$ cat src/rtl/mwsd_pkg.sv
// ----------------------------------------------------------------------------
// mwsd_pkg
// Fixed field widths, constants and shared types of the moving window
// standard deviation block.
// ----------------------------------------------------------------------------
package mwsd_pkg;

	// Field widths fixed by the interface.
	localparam int SAMPLE_W = 16;
	localparam int CFG_W    = 6;
	localparam int STD_W    = 23;

	// Half window after reset.
	localparam logic [CFG_W-1:0] HALF_RESET = 6'd4;

	// Zero bit pairs appended to the radicand: eight fraction bits of the root.
	localparam int FRAC_PAIRS = 8;

	// Status of the root and divide unit.
	typedef struct packed {
		logic             done;
		logic [STD_W-1:0] quot;
	} rd_stat_t;

endpackage

$ cat src/rtl/moving_window_std_dev.sv
// ----------------------------------------------------------------------------
// moving_window_std_dev
// Population standard deviation over a sliding window of 2*H samples.
// ----------------------------------------------------------------------------
// Usage:
// Samples enter on the item channel (item_valid, item_stall, sample,
// is_last); results leave on the result channel (result_valid,
// result_stall, std_value, last_out). A beat moves when valid is high and
// stall is low. cfg_wr_en writes half_window from cfg_wr_data; the user
// keeps such writes to while idle, as the block does not enforce it.
// Every write also restarts the signal. One item is worked on at a time.
// Each item makes one window push, the first of a signal H+1 pushes, and
// a last item H-1 more. A push passes the states S_RD, S_SQ and S_UPD; a
// push that fills the window adds a result through S_START, S_MUL, S_SUB,
// S_ROOT and S_OUT. S_MUL squares the sum bit-serially over SUM_W =
// sample bits + log2 of the line depth, and S_ROOT takes ROOT_STEPS =
// half the radicand width + 8 steps (two-bit root digits).
// The sample line is a memory of 2*MAX_HALF_WINDOW entries read through a
// register; a fill count covers entries not yet written, so reset needs no
// clearing pass. Reset returns H to 4 and empties the window.
// A stalled result holds in the output register; the block waits there
// before it starts the next push.
// ----------------------------------------------------------------------------
module moving_window_std_dev #(
	parameter int MAX_HALF_WINDOW = 32,
	parameter int SAMPLE_BITS     = 16
) (
	input  logic                          clk,
	input  logic                          arst_n,
	input  logic                          cfg_wr_en,
	input  logic [mwsd_pkg::CFG_W-1:0]    cfg_wr_data,
	input  logic                          item_valid,
	output logic                          item_stall,
	input  logic [mwsd_pkg::SAMPLE_W-1:0] sample,
	input  logic                          is_last,
	output logic                          result_valid,
	input  logic                          result_stall,
	output logic [mwsd_pkg::STD_W-1:0]    std_value,
	output logic                          last_out
);

	localparam int LINE_DEPTH = 2 * MAX_HALF_WINDOW;
	localparam int SB   = (SAMPLE_BITS < mwsd_pkg::SAMPLE_W) ? SAMPLE_BITS
	                                                          : mwsd_pkg::SAMPLE_W;
	localparam int AB   = $clog2(LINE_DEPTH);
	localparam int HB   = $clog2(MAX_HALF_WINDOW + 1);
	localparam int WB   = HB + 1;
	localparam int SUMW = SB + AB;
	localparam int SQW  = 2 * SB + AB;
	localparam int HQW  = SQW + HB;
	localparam int AW   = HQW + 1;
	localparam int SSW  = 2 * SUMW;
	localparam int CW   = (AW > SSW) ? AW : SSW;
	localparam int RADW = 2 * ((CW + 1) / 2);

	typedef enum logic [8:0] {
		S_IDLE  = 9'b000000001,
		S_RD    = 9'b000000010,
		S_SQ    = 9'b000000100,
		S_UPD   = 9'b000001000,
		S_START = 9'b000010000,
		S_MUL   = 9'b000100000,
		S_SUB   = 9'b001000000,
		S_ROOT  = 9'b010000000,
		S_OUT   = 9'b100000000
	} state_t;

	state_t                      state_q;
	logic [mwsd_pkg::CFG_W-1:0]  hw_q;
	logic [WB-1:0]               seen_q;
	logic [WB-1:0]               cnt_q;
	logic [AB-1:0]               wp_q;
	logic                        fin_q;
	logic [SUMW-1:0]             sum_q;
	logic [SQW-1:0]              sq_q;
	logic                        res_valid_q;

	logic [SB-1:0]               s_q;
	logic                        last_q;
	logic [2*SB-1:0]             s_sq_q;
	logic [SB-1:0]               rd_q;
	logic [SB-1:0]               old_q;
	logic [2*SB-1:0]             old_sq_q;
	logic [mwsd_pkg::STD_W-1:0]  std_q;
	logic                        last_out_q;

	logic [SB-1:0]               line_mem [LINE_DEPTH];

	logic [mwsd_pkg::CFG_W-1:0]  h_wide;
	logic [HB-1:0]               h_eff;
	logic [WB-1:0]               w;
	logic                        accept;
	logic                        full;
	logic [AB:0]                 rd_sum;
	logic [AB-1:0]               rd_addr;
	logic [2*SB-1:0]             rd_sq;
	logic [2*SB-1:0]             s_sq;
	logic [SUMW-1:0]             sum_nx;
	logic [SQW-1:0]              sq_nx;
	logic [WB-1:0]               seen_nx;
	logic [AB-1:0]               wp_nx;
	logic [WB-1:0]               push_cnt;
	logic                        mul_start;
	logic [SSW-1:0]              ss_prod;
	logic                        ss_done;
	logic [HQW-1:0]              hq_prod;
	logic                        hq_done;
	logic [RADW-1:0]             a_ext;
	logic [RADW-1:0]             b_ext;
	logic [RADW-1:0]             radicand;
	logic                        rd_start;
	mwsd_pkg::rd_stat_t          rd_stat;

	// Effective half window: zero acts as one, large values saturate.
	always_comb begin
		if (hw_q == '0) begin
			h_wide = mwsd_pkg::CFG_W'(1);
		end else if (hw_q > mwsd_pkg::CFG_W'(MAX_HALF_WINDOW)) begin
			h_wide = mwsd_pkg::CFG_W'(MAX_HALF_WINDOW);
		end else begin
			h_wide = hw_q;
		end
		h_eff = h_wide[HB-1:0];
		w     = {h_eff, 1'b0};
	end

	assign accept     = item_valid && !item_stall;
	assign item_stall = (state_q != S_IDLE);
	assign full       = (seen_q >= w);

	// Pushes owed for the accepted sample.
	always_comb begin
		push_cnt = WB'(1);
		if (seen_q == '0) begin
			push_cnt = push_cnt + WB'(h_eff);
		end
		if (is_last) begin
			push_cnt = push_cnt + WB'(h_eff) - WB'(1);
		end
	end

	// Address of the entry that leaves the window: w pushes back, wrapped.
	always_comb begin
		rd_sum = {1'b0, wp_q} + (AB+1)'(LINE_DEPTH) - (AB+1)'(w);
		if (rd_sum >= (AB+1)'(LINE_DEPTH)) begin
			rd_sum = rd_sum - (AB+1)'(LINE_DEPTH);
		end
		rd_addr = rd_sum[AB-1:0];
	end

	// Squares of the incoming and the leaving sample.
	assign s_sq  = s_q * s_q;
	assign rd_sq = rd_q * rd_q;

	// Running sums after the push.
	always_comb begin
		sum_nx  = sum_q - SUMW'(old_q) + SUMW'(s_q);
		sq_nx   = sq_q - SQW'(old_sq_q) + SQW'(s_sq_q);
		seen_nx = (seen_q < w) ? seen_q + WB'(1) : seen_q;
		wp_nx   = (wp_q == AB'(LINE_DEPTH - 1)) ? '0 : wp_q + AB'(1);
	end

	// Window line memory with a registered read, used in the cycle after.
	always_ff @(posedge clk) begin
		if (state_q == S_SQ) begin
			line_mem[wp_q] <= s_q;
		end
		rd_q <= line_mem[rd_addr];
	end

	// Sequencer and stream state.
	always_ff @(posedge clk or negedge arst_n) begin
		if (!arst_n) begin
			state_q     <= S_IDLE;
			hw_q        <= mwsd_pkg::HALF_RESET;
			seen_q      <= '0;
			cnt_q       <= '0;
			wp_q        <= '0;
			fin_q       <= 1'b0;
			sum_q       <= '0;
			sq_q        <= '0;
			res_valid_q <= 1'b0;
		end else begin
			// The output register fills from the last stage and empties when taken.
			if (state_q == S_OUT && (!res_valid_q || !result_stall)) begin
				res_valid_q <= 1'b1;
			end else if (!result_stall) begin
				res_valid_q <= 1'b0;
			end
			if (cfg_wr_en) begin
				hw_q   <= cfg_wr_data;
				seen_q <= '0;
				sum_q  <= '0;
				sq_q   <= '0;
			end
			case (state_q)
				S_IDLE: begin
					if (accept) begin
						cnt_q   <= push_cnt;
						state_q <= S_RD;
					end
				end
				S_RD: begin
					state_q <= S_SQ;
				end
				S_SQ: begin
					state_q <= S_UPD;
				end
				S_UPD: begin
					cnt_q <= cnt_q - WB'(1);
					fin_q <= (cnt_q == WB'(1));
					wp_q  <= wp_nx;
					if (seen_nx == w) begin
						sum_q   <= sum_nx;
						sq_q    <= sq_nx;
						seen_q  <= seen_nx;
						state_q <= S_START;
					end else if (cnt_q == WB'(1) && last_q) begin
						sum_q   <= '0;
						sq_q    <= '0;
						seen_q  <= '0;
						state_q <= S_IDLE;
					end else begin
						sum_q   <= sum_nx;
						sq_q    <= sq_nx;
						seen_q  <= seen_nx;
						state_q <= (cnt_q == WB'(1)) ? S_IDLE : S_RD;
					end
				end
				S_START: begin
					state_q <= S_MUL;
				end
				S_MUL: begin
					if (ss_done && hq_done) begin
						state_q <= S_SUB;
					end
				end
				S_SUB: begin
					state_q <= S_ROOT;
				end
				S_ROOT: begin
					if (rd_stat.done) begin
						state_q <= S_OUT;
					end
				end
				S_OUT: begin
					if (!res_valid_q || !result_stall) begin
						if (fin_q) begin
							if (last_q) begin
								sum_q  <= '0;
								sq_q   <= '0;
								seen_q <= '0;
							end
							state_q <= S_IDLE;
						end else begin
							state_q <= S_RD;
						end
					end
				end
				default: begin
					state_q <= S_IDLE;
				end
			endcase
		end
	end

	// Sample, squares and result payload.
	always_ff @(posedge clk) begin
		if (accept) begin
			s_q    <= sample[SB-1:0];
			last_q <= is_last;
		end
		if (state_q == S_RD) begin
			s_sq_q <= s_sq;
		end
		if (state_q == S_SQ) begin
			old_q    <= full ? rd_q : '0;
			old_sq_q <= full ? rd_sq : '0;
		end
		if (state_q == S_OUT && (!res_valid_q || !result_stall)) begin
			std_q      <= rd_stat.quot;
			last_out_q <= last_q && fin_q;
		end
	end

	// Bit-serial products: sum squared, and half window times square sum.
	assign mul_start = (state_q == S_START);

	mwsd_serial_mul #(
		.A_W (SUMW),
		.B_W (SUMW)
	) u_mul_ss (
		.clk    (clk),
		.arst_n (arst_n),
		.start  (mul_start),
		.a      (sum_q),
		.b      (sum_q),
		.prod   (ss_prod),
		.done   (ss_done)
	);

	mwsd_serial_mul #(
		.A_W (SQW),
		.B_W (HB)
	) u_mul_hq (
		.clk    (clk),
		.arst_n (arst_n),
		.start  (mul_start),
		.a      (sq_q),
		.b      (h_eff),
		.prod   (hq_prod),
		.done   (hq_done)
	);

	// Radicand W*Q - S*S, clamped at zero.
	always_comb begin
		a_ext = RADW'({hq_prod, 1'b0});
		b_ext = RADW'(ss_prod);
		radicand = (a_ext > b_ext) ? a_ext - b_ext : '0;
	end

	assign rd_start = (state_q == S_SUB);

	mwsd_root_div #(
		.RAD_W (RADW),
		.DIV_W (WB)
	) u_root_div (
		.clk      (clk),
		.arst_n   (arst_n),
		.start    (rd_start),
		.radicand (radicand),
		.divisor  (w),
		.stat     (rd_stat)
	);

	assign result_valid = res_valid_q;
	assign std_value    = std_q;
	assign last_out     = last_out_q;

endmodule

$ cat src/rtl/mwsd_serial_mul.sv
// ----------------------------------------------------------------------------
// mwsd_serial_mul
// Shift-and-add multiplier that takes one multiplier bit per cycle.
// ----------------------------------------------------------------------------
module mwsd_serial_mul #(
	parameter int A_W = 22,
	parameter int B_W = 22
) (
	input  logic             clk,
	input  logic             arst_n,
	input  logic             start,
	input  logic [A_W-1:0]   a,
	input  logic [B_W-1:0]   b,
	output logic [A_W+B_W-1:0] prod,
	output logic             done
);

	localparam int PW = A_W + B_W;
	localparam int CB = $clog2(B_W + 1);

	logic [PW-1:0]  mcand_q;
	logic [B_W-1:0] mplier_q;
	logic [PW-1:0]  acc_q;
	logic [CB-1:0]  cnt_q;
	logic           busy_q;
	logic           done_q;

	// Step control: one multiplier bit is consumed in every busy cycle.
	always_ff @(posedge clk or negedge arst_n) begin
		if (!arst_n) begin
			busy_q <= 1'b0;
			done_q <= 1'b0;
			cnt_q  <= '0;
		end else if (start) begin
			busy_q <= 1'b1;
			done_q <= 1'b0;
			cnt_q  <= '0;
		end else if (busy_q) begin
			cnt_q <= cnt_q + CB'(1);
			if (cnt_q == CB'(B_W - 1)) begin
				busy_q <= 1'b0;
				done_q <= 1'b1;
			end
		end
	end

	// Operand shift registers and the accumulator.
	always_ff @(posedge clk) begin
		if (start) begin
			mcand_q  <= PW'(a);
			mplier_q <= b;
			acc_q    <= '0;
		end else if (busy_q) begin
			if (mplier_q[0]) begin
				acc_q <= acc_q + mcand_q;
			end
			mcand_q  <= {mcand_q[PW-2:0], 1'b0};
			mplier_q <= {1'b0, mplier_q[B_W-1:1]};
		end
	end

	assign prod = acc_q;
	assign done = done_q;

endmodule

$ cat src/rtl/mwsd_root_div.sv
// ----------------------------------------------------------------------------
// mwsd_root_div
// Digit-serial square root, two radicand bits per cycle, with each new root
// bit fed straight into a restoring divider by the window length.
// ----------------------------------------------------------------------------
module mwsd_root_div #(
	parameter int RAD_W = 46,
	parameter int DIV_W = 7
) (
	input  logic                clk,
	input  logic                arst_n,
	input  logic                start,
	input  logic [RAD_W-1:0]    radicand,
	input  logic [DIV_W-1:0]    divisor,
	output mwsd_pkg::rd_stat_t  stat
);

	localparam int STEPS = RAD_W / 2 + mwsd_pkg::FRAC_PAIRS;
	localparam int RW    = STEPS;
	localparam int TW    = RW + 3;
	localparam int CB    = $clog2(STEPS + 1);

	logic [RAD_W-1:0]            rad_q;
	logic [RW:0]                 rem_q;
	logic [RW-1:0]               root_q;
	logic [DIV_W-1:0]            dr_q;
	logic [mwsd_pkg::STD_W-1:0]  quot_q;
	logic [CB-1:0]               cnt_q;
	logic                        busy_q;
	logic                        done_q;

	logic [TW-1:0]    rem_shift;
	logic [TW-1:0]    trial;
	logic [TW-1:0]    rem_diff;
	logic             root_bit;
	logic [DIV_W:0]   dr_shift;
	logic [DIV_W:0]   dr_diff;
	logic             quot_bit;

	// One root digit: bring down the next bit pair and try 4*root+1.
	always_comb begin
		rem_shift = {rem_q, rad_q[RAD_W-1 -: 2]};
		trial     = {1'b0, root_q, 2'b01};
		root_bit  = (rem_shift >= trial);
		rem_diff  = rem_shift - trial;
	end

	// One quotient bit: the new root bit is the next dividend bit.
	always_comb begin
		dr_shift = {dr_q, root_bit};
		quot_bit = (dr_shift >= {1'b0, divisor});
		dr_diff  = dr_shift - {1'b0, divisor};
	end

	// Step control.
	always_ff @(posedge clk or negedge arst_n) begin
		if (!arst_n) begin
			busy_q <= 1'b0;
			done_q <= 1'b0;
			cnt_q  <= '0;
		end else if (start) begin
			busy_q <= 1'b1;
			done_q <= 1'b0;
			cnt_q  <= '0;
		end else if (busy_q) begin
			cnt_q <= cnt_q + CB'(1);
			if (cnt_q == CB'(STEPS - 1)) begin
				busy_q <= 1'b0;
				done_q <= 1'b1;
			end
		end
	end

	// Radicand shift line, partial remainder, root and quotient.
	always_ff @(posedge clk) begin
		if (start) begin
			rad_q  <= radicand;
			rem_q  <= '0;
			root_q <= '0;
			dr_q   <= '0;
			quot_q <= '0;
		end else if (busy_q) begin
			rad_q  <= {rad_q[RAD_W-3:0], 2'b00};
			rem_q  <= root_bit ? rem_diff[RW:0] : rem_shift[RW:0];
			root_q <= {root_q[RW-2:0], root_bit};
			dr_q   <= quot_bit ? dr_diff[DIV_W-1:0] : dr_shift[DIV_W-1:0];
			quot_q <= {quot_q[mwsd_pkg::STD_W-2:0], quot_bit};
		end
	end

	assign stat.done = done_q;
	assign stat.quot = quot_q;

endmodule

$ cat config.mk
export PLATFORM = sky130hd
export DESIGN_NAME = moving_window_std_dev
export DESIGN_NICKNAME = d
export VERILOG_FILES = /design/src/rtl/mwsd_pkg.sv /design/src/rtl/moving_window_std_dev.sv /design/src/rtl/mwsd_serial_mul.sv /design/src/rtl/mwsd_root_div.sv
export SDC_FILE = /design/constraint.sdc
export NUM_CORES = 2
export LEC_CHECK = 0
export ABC_AREA = 0
export ABC_CLOCK_PERIOD_IN_PS = 8350
export BUFFER_PORTS_ARGS = -buffer_cell sky130_fd_sc_hd__buf_2
export CORE_ASPECT_RATIO = 0.7
export CORE_MARGIN = 1.5
export CORE_UTILIZATION = 64
export DETAILED_ROUTE_END_ITERATION = 10
export PLACE_DENSITY = 0.88
export SKIP_CTS_REPAIR_TIMING = 1
export SLEW_MARGIN = 5
export SYNTH_ARGS = -nofsm -noshare
export SYNTH_HDL_FRONTEND = slang
export SYNTH_SLANG_ARGS = --single-unit
export TNS_END_PERCENT = 30
$ cat constraint.sdc
create_clock -name clk -period 8.35 [get_ports clk]
set_clock_uncertainty 0.15 [all_clocks]
set_input_delay 2.505 -clock clk [delete_from_list [all_inputs] [get_ports clk]]
set_output_delay 2.505 -clock clk [all_outputs]
set_load 0.1 [all_outputs]
Word-level counts from Yosys, hierarchy flattened
Memory sizes are Yosys's and may differ from the RTL's. A register that Yosys moved wholly into a read port is not among the register bits.
Cells that the tools add are included.

word-level totals
  register bits = 580
  RAM bits = 1024
  bits of input ports = 28
  logic and storage cells = 195
  memories = 1

cells by class
  $add $sub $neg = 21
  multiply operators = 2
  magnitude comparators = 7
  equal/unequal tests = 21
  mux-type cells = 80
  reductions and logical operators = 25

memories
  memory    depth  bits a word  read ports  clocked after Yosys merged registers in  wr ports  line                         RTL
  line_mem  64     16           1           1                                        1         moving_window_std_dev.sv:87  logic [SB-1:0] line_mem [LINE_DEPTH];

operators with widths
  operator                          count
  2-to-1 mux 38 bit                 8
  2-to-1 mux 22 bit                 10
  2-to-1 mux 46 bit                 3
  adder 44 bit                      2
  case mux 9 bit (9 select lines)   1
  2-to-1 mux 7 bit                  11
  case mux 38 bit (2 select lines)  1
  multiplier 16 x 16 -> 32 bit      2
  subtractor 45 x 44 -> 46 bit      1
  > comparator 45 x 44 -> 1 bit     1
  case mux 22 bit (2 select lines)  1
  adder 38 x 32 -> 38 bit           1
  subtractor 38 x 32 -> 38 bit      1
  2-to-1 mux 6 bit                  6
  2-to-1 mux 9 bit                  4
  >= comparator 34 x 33 -> 1 bit    1
  2-to-1 mux 32 bit                 1
  subtractor 32 bit                 1
  case mux 7 bit (2 select lines)   2
  2-to-1 mux 5 bit                  5
  adder 22 x 16 -> 22 bit           1
  2-to-1 mux 1 bit                  22
  subtractor 22 x 16 -> 22 bit      1
  nonzero test 2 bit                7
  41 further kinds                  62

Logic depth before layout (Yosys ltp)
  depth after elaboration = 10
  mapped depth = 29

Hierarchy
From an unflattened synthesis, not the netlist that was laid out.

unflattened totals
  cell total of the unflattened synthesis = 7190
  area, all modules = 90679.5 sq um

by module, submodules not included
  module                      instances  cells each  area each (sq um)  sequential area each (sq um)
  moving_window_std_dev       1          4959        69623.0            37043.0
  mwsd_root_div               1          802         7863.8             3418.3
  mwsd_serial_mul (u_mul_ss)  1          727         6826.5             2817.7
  mwsd_serial_mul (u_mul_hq)  1          702         6366.1             2447.3

Worst setup path before layout
Ideal clock, no wire load.

  kind = register to register
  start point = register s_q[9]
  end point = register s_sq_q[30], data pin
  arrival time = 7171 ps
  data required time = 7939 ps
  slack = 769 ps
  stages on the path, launching flop included = 28
  path buffers = 1
  clock period less this slack = 7581 ps
  path through = edfxtp_1 -> clkbuf_1 -> clkinv_1 -> nor2_1 -> inv_1 -> fa_1 -> inv_1 -> fa_1 -> inv_1 -> fa_1 -> inv_1 -> fa_1 -> fa_1 -> inv_1 -> fa_1 -> inv_1 -> ha_1 -> a21o_1 -> a21o_1 -> a21oi_1 -> o21ai_0 -> nand3_1 -> o211ai_1 -> o211a_1 -> o21a_1 -> o21a_1 -> o21a_1 -> o311a_1

on the way
  cells in the longest elaborated chain, start to end = 1

ends and longest elaborated chain
  item                          line                          RTL
  start: declaration            moving_window_std_dev.sv:78   logic [SB-1:0] s_q;
  start signal: assignment      moving_window_std_dev.sv:270  s_q <= sample[SB-1:0];
  multiplier 16 x 16 -> 32 bit  moving_window_std_dev.sv:152  assign s_sq = s_q * s_q;
  via s_sq[30]                  moving_window_std_dev.sv:97   logic [2*SB-1:0] s_sq;
  end signal: assignment        moving_window_std_dev.sv:274  s_sq_q <= s_sq;
  end: declaration              moving_window_std_dev.sv:80   logic [2*SB-1:0] s_sq_q;

The timed path passes the listed nets, and every way through them passes these cells.
A chain may end at the register's enable or synchronous reset.

Worst setup path after layout
  start point = register s_q[7]
  end point = register s_sq_q[30], data pin

Same word-level chain as after synthesis.

==> key figures <==
Outcome
  • Status: complete, but fails checks
  • Failing checks: DRC

STA
  • Final Hold Viols: 0
  • Hold_ws: 288 ps
  • Fin crit share: 98.2%
  • Fin crit period: 8200 ps
  • Measured slew at the worst slew-check pin: 1240 ps
  • Relative slew slack: 17.6%
  • Achievable frequency: 122 MHz
  • Final Slew Violations: 0
  • Final setup viols: 0
  • RSZ-0062 raised after global routing: no
  • Post-route setup TNS: 0 ps

Synth
  • Top post-synthesis cells by area: edfxtp_1, fa_1, mux4_2, ha_1, dfxtp_1
  • Avg Cell Area, Syn: 12.7 um^2
  • Post-synth EDFFs: 1276
  • Yosys warning count: 0
  • Ys flop type: edfxtp_1
  • Post-synth top area cell: edfxtp_1
  • Mapped Nets: 7885
  • Synth unique cells: 104
  • Post-synth top area share: 43.1%
  • Sequential element share of the synthesized area: 51.4%
  • Synthesized instance count: 7022
  • Yosys reg bits: 1616
  • Post-synth ARST share: 7.18%
  • Post-Syn Area: 89000 um^2

CTS
  • CTS Buf Count: 152
  • Clock Tree Buf Depth: 3
  • TritonCTS clock tree: done
  • Clock sinks: 1616
  • Htree depth: 4
  • Clk slew on worst S/H paths: 80 ps
  • CTS root buf: clkbuf_16
  • Worst-skew pair later-pin latency: 860 ps

Layout
  • Fin area: 96700 um^2
  • Most frequent cells in the layout: edfxtp_1, inv_1, nand2_1
  • Area growth from synthesis to layout: 8.67%
  • Fraction of layout cells with a size suffix above 1: 11.9%
  • Most common cell after layout, fill and taps aside: edfxtp_1
  • Core Util, Final: 70.0%
  • Nets: 7949

Floorplanning
  • Starting density of the core: 64.4%
  • Row count: 114
  • Die area: 141000 um^2
  • Num ports: 54
  • Die X: 449 um
  • Core region area: 138000 um^2
  • Chip height: 315 um

Critical path
  • Register-to-register setup slack: 150 ps
  • Crit path buf inv count: 4
  • Crit path kind: register to register
  • Worst setup SP type: register
  • Family with the most delay on the worst path: adder cells
  • Max stage delay on crit path: 550 ps
  • CP cell instances: buf_4, inv_1, nor2_1, fa_1, fa_1, ha_1, fa_1, fa_1, inv_1, fa_1, inv_1, ha_1, and3_1, a221o_1, a21oi_1, o31ai_1, nand2_1, o211ai_1, o211a_1, o21a_1, o21a_1, o21a_1, o311a_1
  • Reg2Reg Capture Point: s_sq_q[30]
  • Most used cell, CP: fa_1
  • R2R Path Start: s_q[7]
  • Stages on worst setup path: 23
  • Crit path to: s_sq_q[30]
  • Slowest CP cell: nor2_1
  • Critical Path RT: 8760 ps
  • Crit. End Element: register
  • Arrival time worst endpoint: 8600 ps
  • R2R cell count: 23
  • CP Launch Point: s_q[7]
  • CP Max Fanout: 39

Placed design
  • Dpl hpwl: 161 mm
  • Routability cong.: 0.957
  • Placed Area: 91600 um^2
  • Port Buffers: 53

Routing
  • Wirelength per Cell: 28.5 um
  • Vias: 60700
  • Met3 routed WL: 37.5 mm
  • Met1 wire length: 91.8 mm
  • Final WL: 259 mm
  • Initial DRC Count: 9540
  • Max layer used: met5
  • DRT antenna net count: 0
  • DRC Markers: 96
  • Routed met2 length: 113 mm
  • Vias per cell: 6.68
  • Detailed Routing Iterations Pass 1: 11

Global route
  • Largest net degree at the start of global routing: 127
  • Overall Global Routing Usage: 36.9%
  • Grt total ovfl: 0
  • First-pass GRT wire length: 385 mm
  • Vias in the first global route: 60400
  • Number of antenna violations at the first check in global routing: 30

Worst hold path
  • Worst hold start: u_root_div.quot_q[22]
  • Hold crit path type: register to register

Job
  • Max-cap violations: 0
## layer usage
metal  vias to the layer above  global-route usage, %
li1                      25200                      -
met1                     29700                   48.2
met2                      4649                   53.5
met3                      1201                   14.0
met4                        26                   19.8
met5                         -                   3.32
## cells in the mapped netlist, drive strengths merged (12+ instances only)
cell type  number
edfxtp       1276
inv           843
nand2         643
nor2          471
ha            459
fa            376
a21oi         357
mux4          333
o21ai         285
dfxtp         224
clkbuf        219
xnor2         192
a21o          158
mux2i         119
xor2          115
dfrtp         114
nand3          81
a211oi         68
and2           56
nor2b          53
buf            52
nand4          43
nor3           42
o21bai         41
o21a           38
a31oi          37
nand2b         32
and3           28
o211ai         22
o31ai          17
a22o           15
or2            15
nor4           13
nand3b         12
## worst min path at each step
| stage | slack [ps] | cells after the start | to |
|---|---|---|---|
| after floorplan | 260 | 0 | std_value[22] |
| after global placement | 270 | 0 | std_value[22] |
| after detailed placement | 270 | 0 | std_value[22] |
| after CTS | 290 | 0 | std_value[22] |
| after global routing | 290 | 0 | std_value[22] |
| final | 290 | 0 | std_value[22] |
## worst reg2reg max path, delay by kind of cell, from the launching register on
| kind | cells | cell delay (ps) |
|---|---|---|
| buffers and inverters | 4 | 1160 |
| AOI/OAI and AO/OA | 9 | 2230 |
| and+or+nand+nor | 3 | 970 |
| adders and majority gates | 7 | 2970 |
| DFF | 1 | 430 |
## cell families after synthesis
logic type / synth area share, %
AND/OR/NAND/NOR: 7.60
flip-flops: 51.4
multiplexers: 9.91
adder cells (fa/ha/maj): 14.9
XOR/XNOR: 3.02
buffers and inverters: 4.80
AO/OA/AOI/OAI: 8.38
## final cells by class
type                       count  area [um^2]
sequential                  1616        45700
fill                        8609        41400
multi-input combinational   4289        39100
clock buffer                 200         4120
inverter                     846         3180
tap                         1856         2320
timing repair buffer         181         1280
clock inverter                82          916
antenna                       23         57.6
## sequential cells by signal (all words and copies together), names as in the netlist, 7 cells and up
| register | flops |
|---|---|
| cnt_q | 7 |
| line_mem | 1024 |
| old_q | 16 |
| old_sq_q | 30 |
| rd_q | 16 |
| s_q | 16 |
| s_sq_q | 31 |
| seen_q | 7 |
| sq_q | 38 |
| state_q | 9 |
| std_value | 23 |
| sum_q | 22 |
| u_mul_hq.mcand_q | 44 |
| u_mul_hq.prod | 44 |
| u_mul_ss.mcand_q | 44 |
| u_mul_ss.mplier_q | 22 |
| u_mul_ss.prod | 44 |
| u_root_div.dr_q | 7 |
| u_root_div.quot_q | 23 |
| u_root_div.rad_q | 46 |
| u_root_div.rem_q | 32 |
| u_root_div.root_q | 30 |
## stage by stage
stage               std cells  setup WS [ps]
floorplan                7022            769
global placement         8788            997
detailed placement       8788            703
CTS                      9070            546
global route             9087           22.9
finish                   9093            153
Power is left out: the tool's default activity adds up to more than one toggle a clock period on the data nets, which glitch-free logic cannot reach.
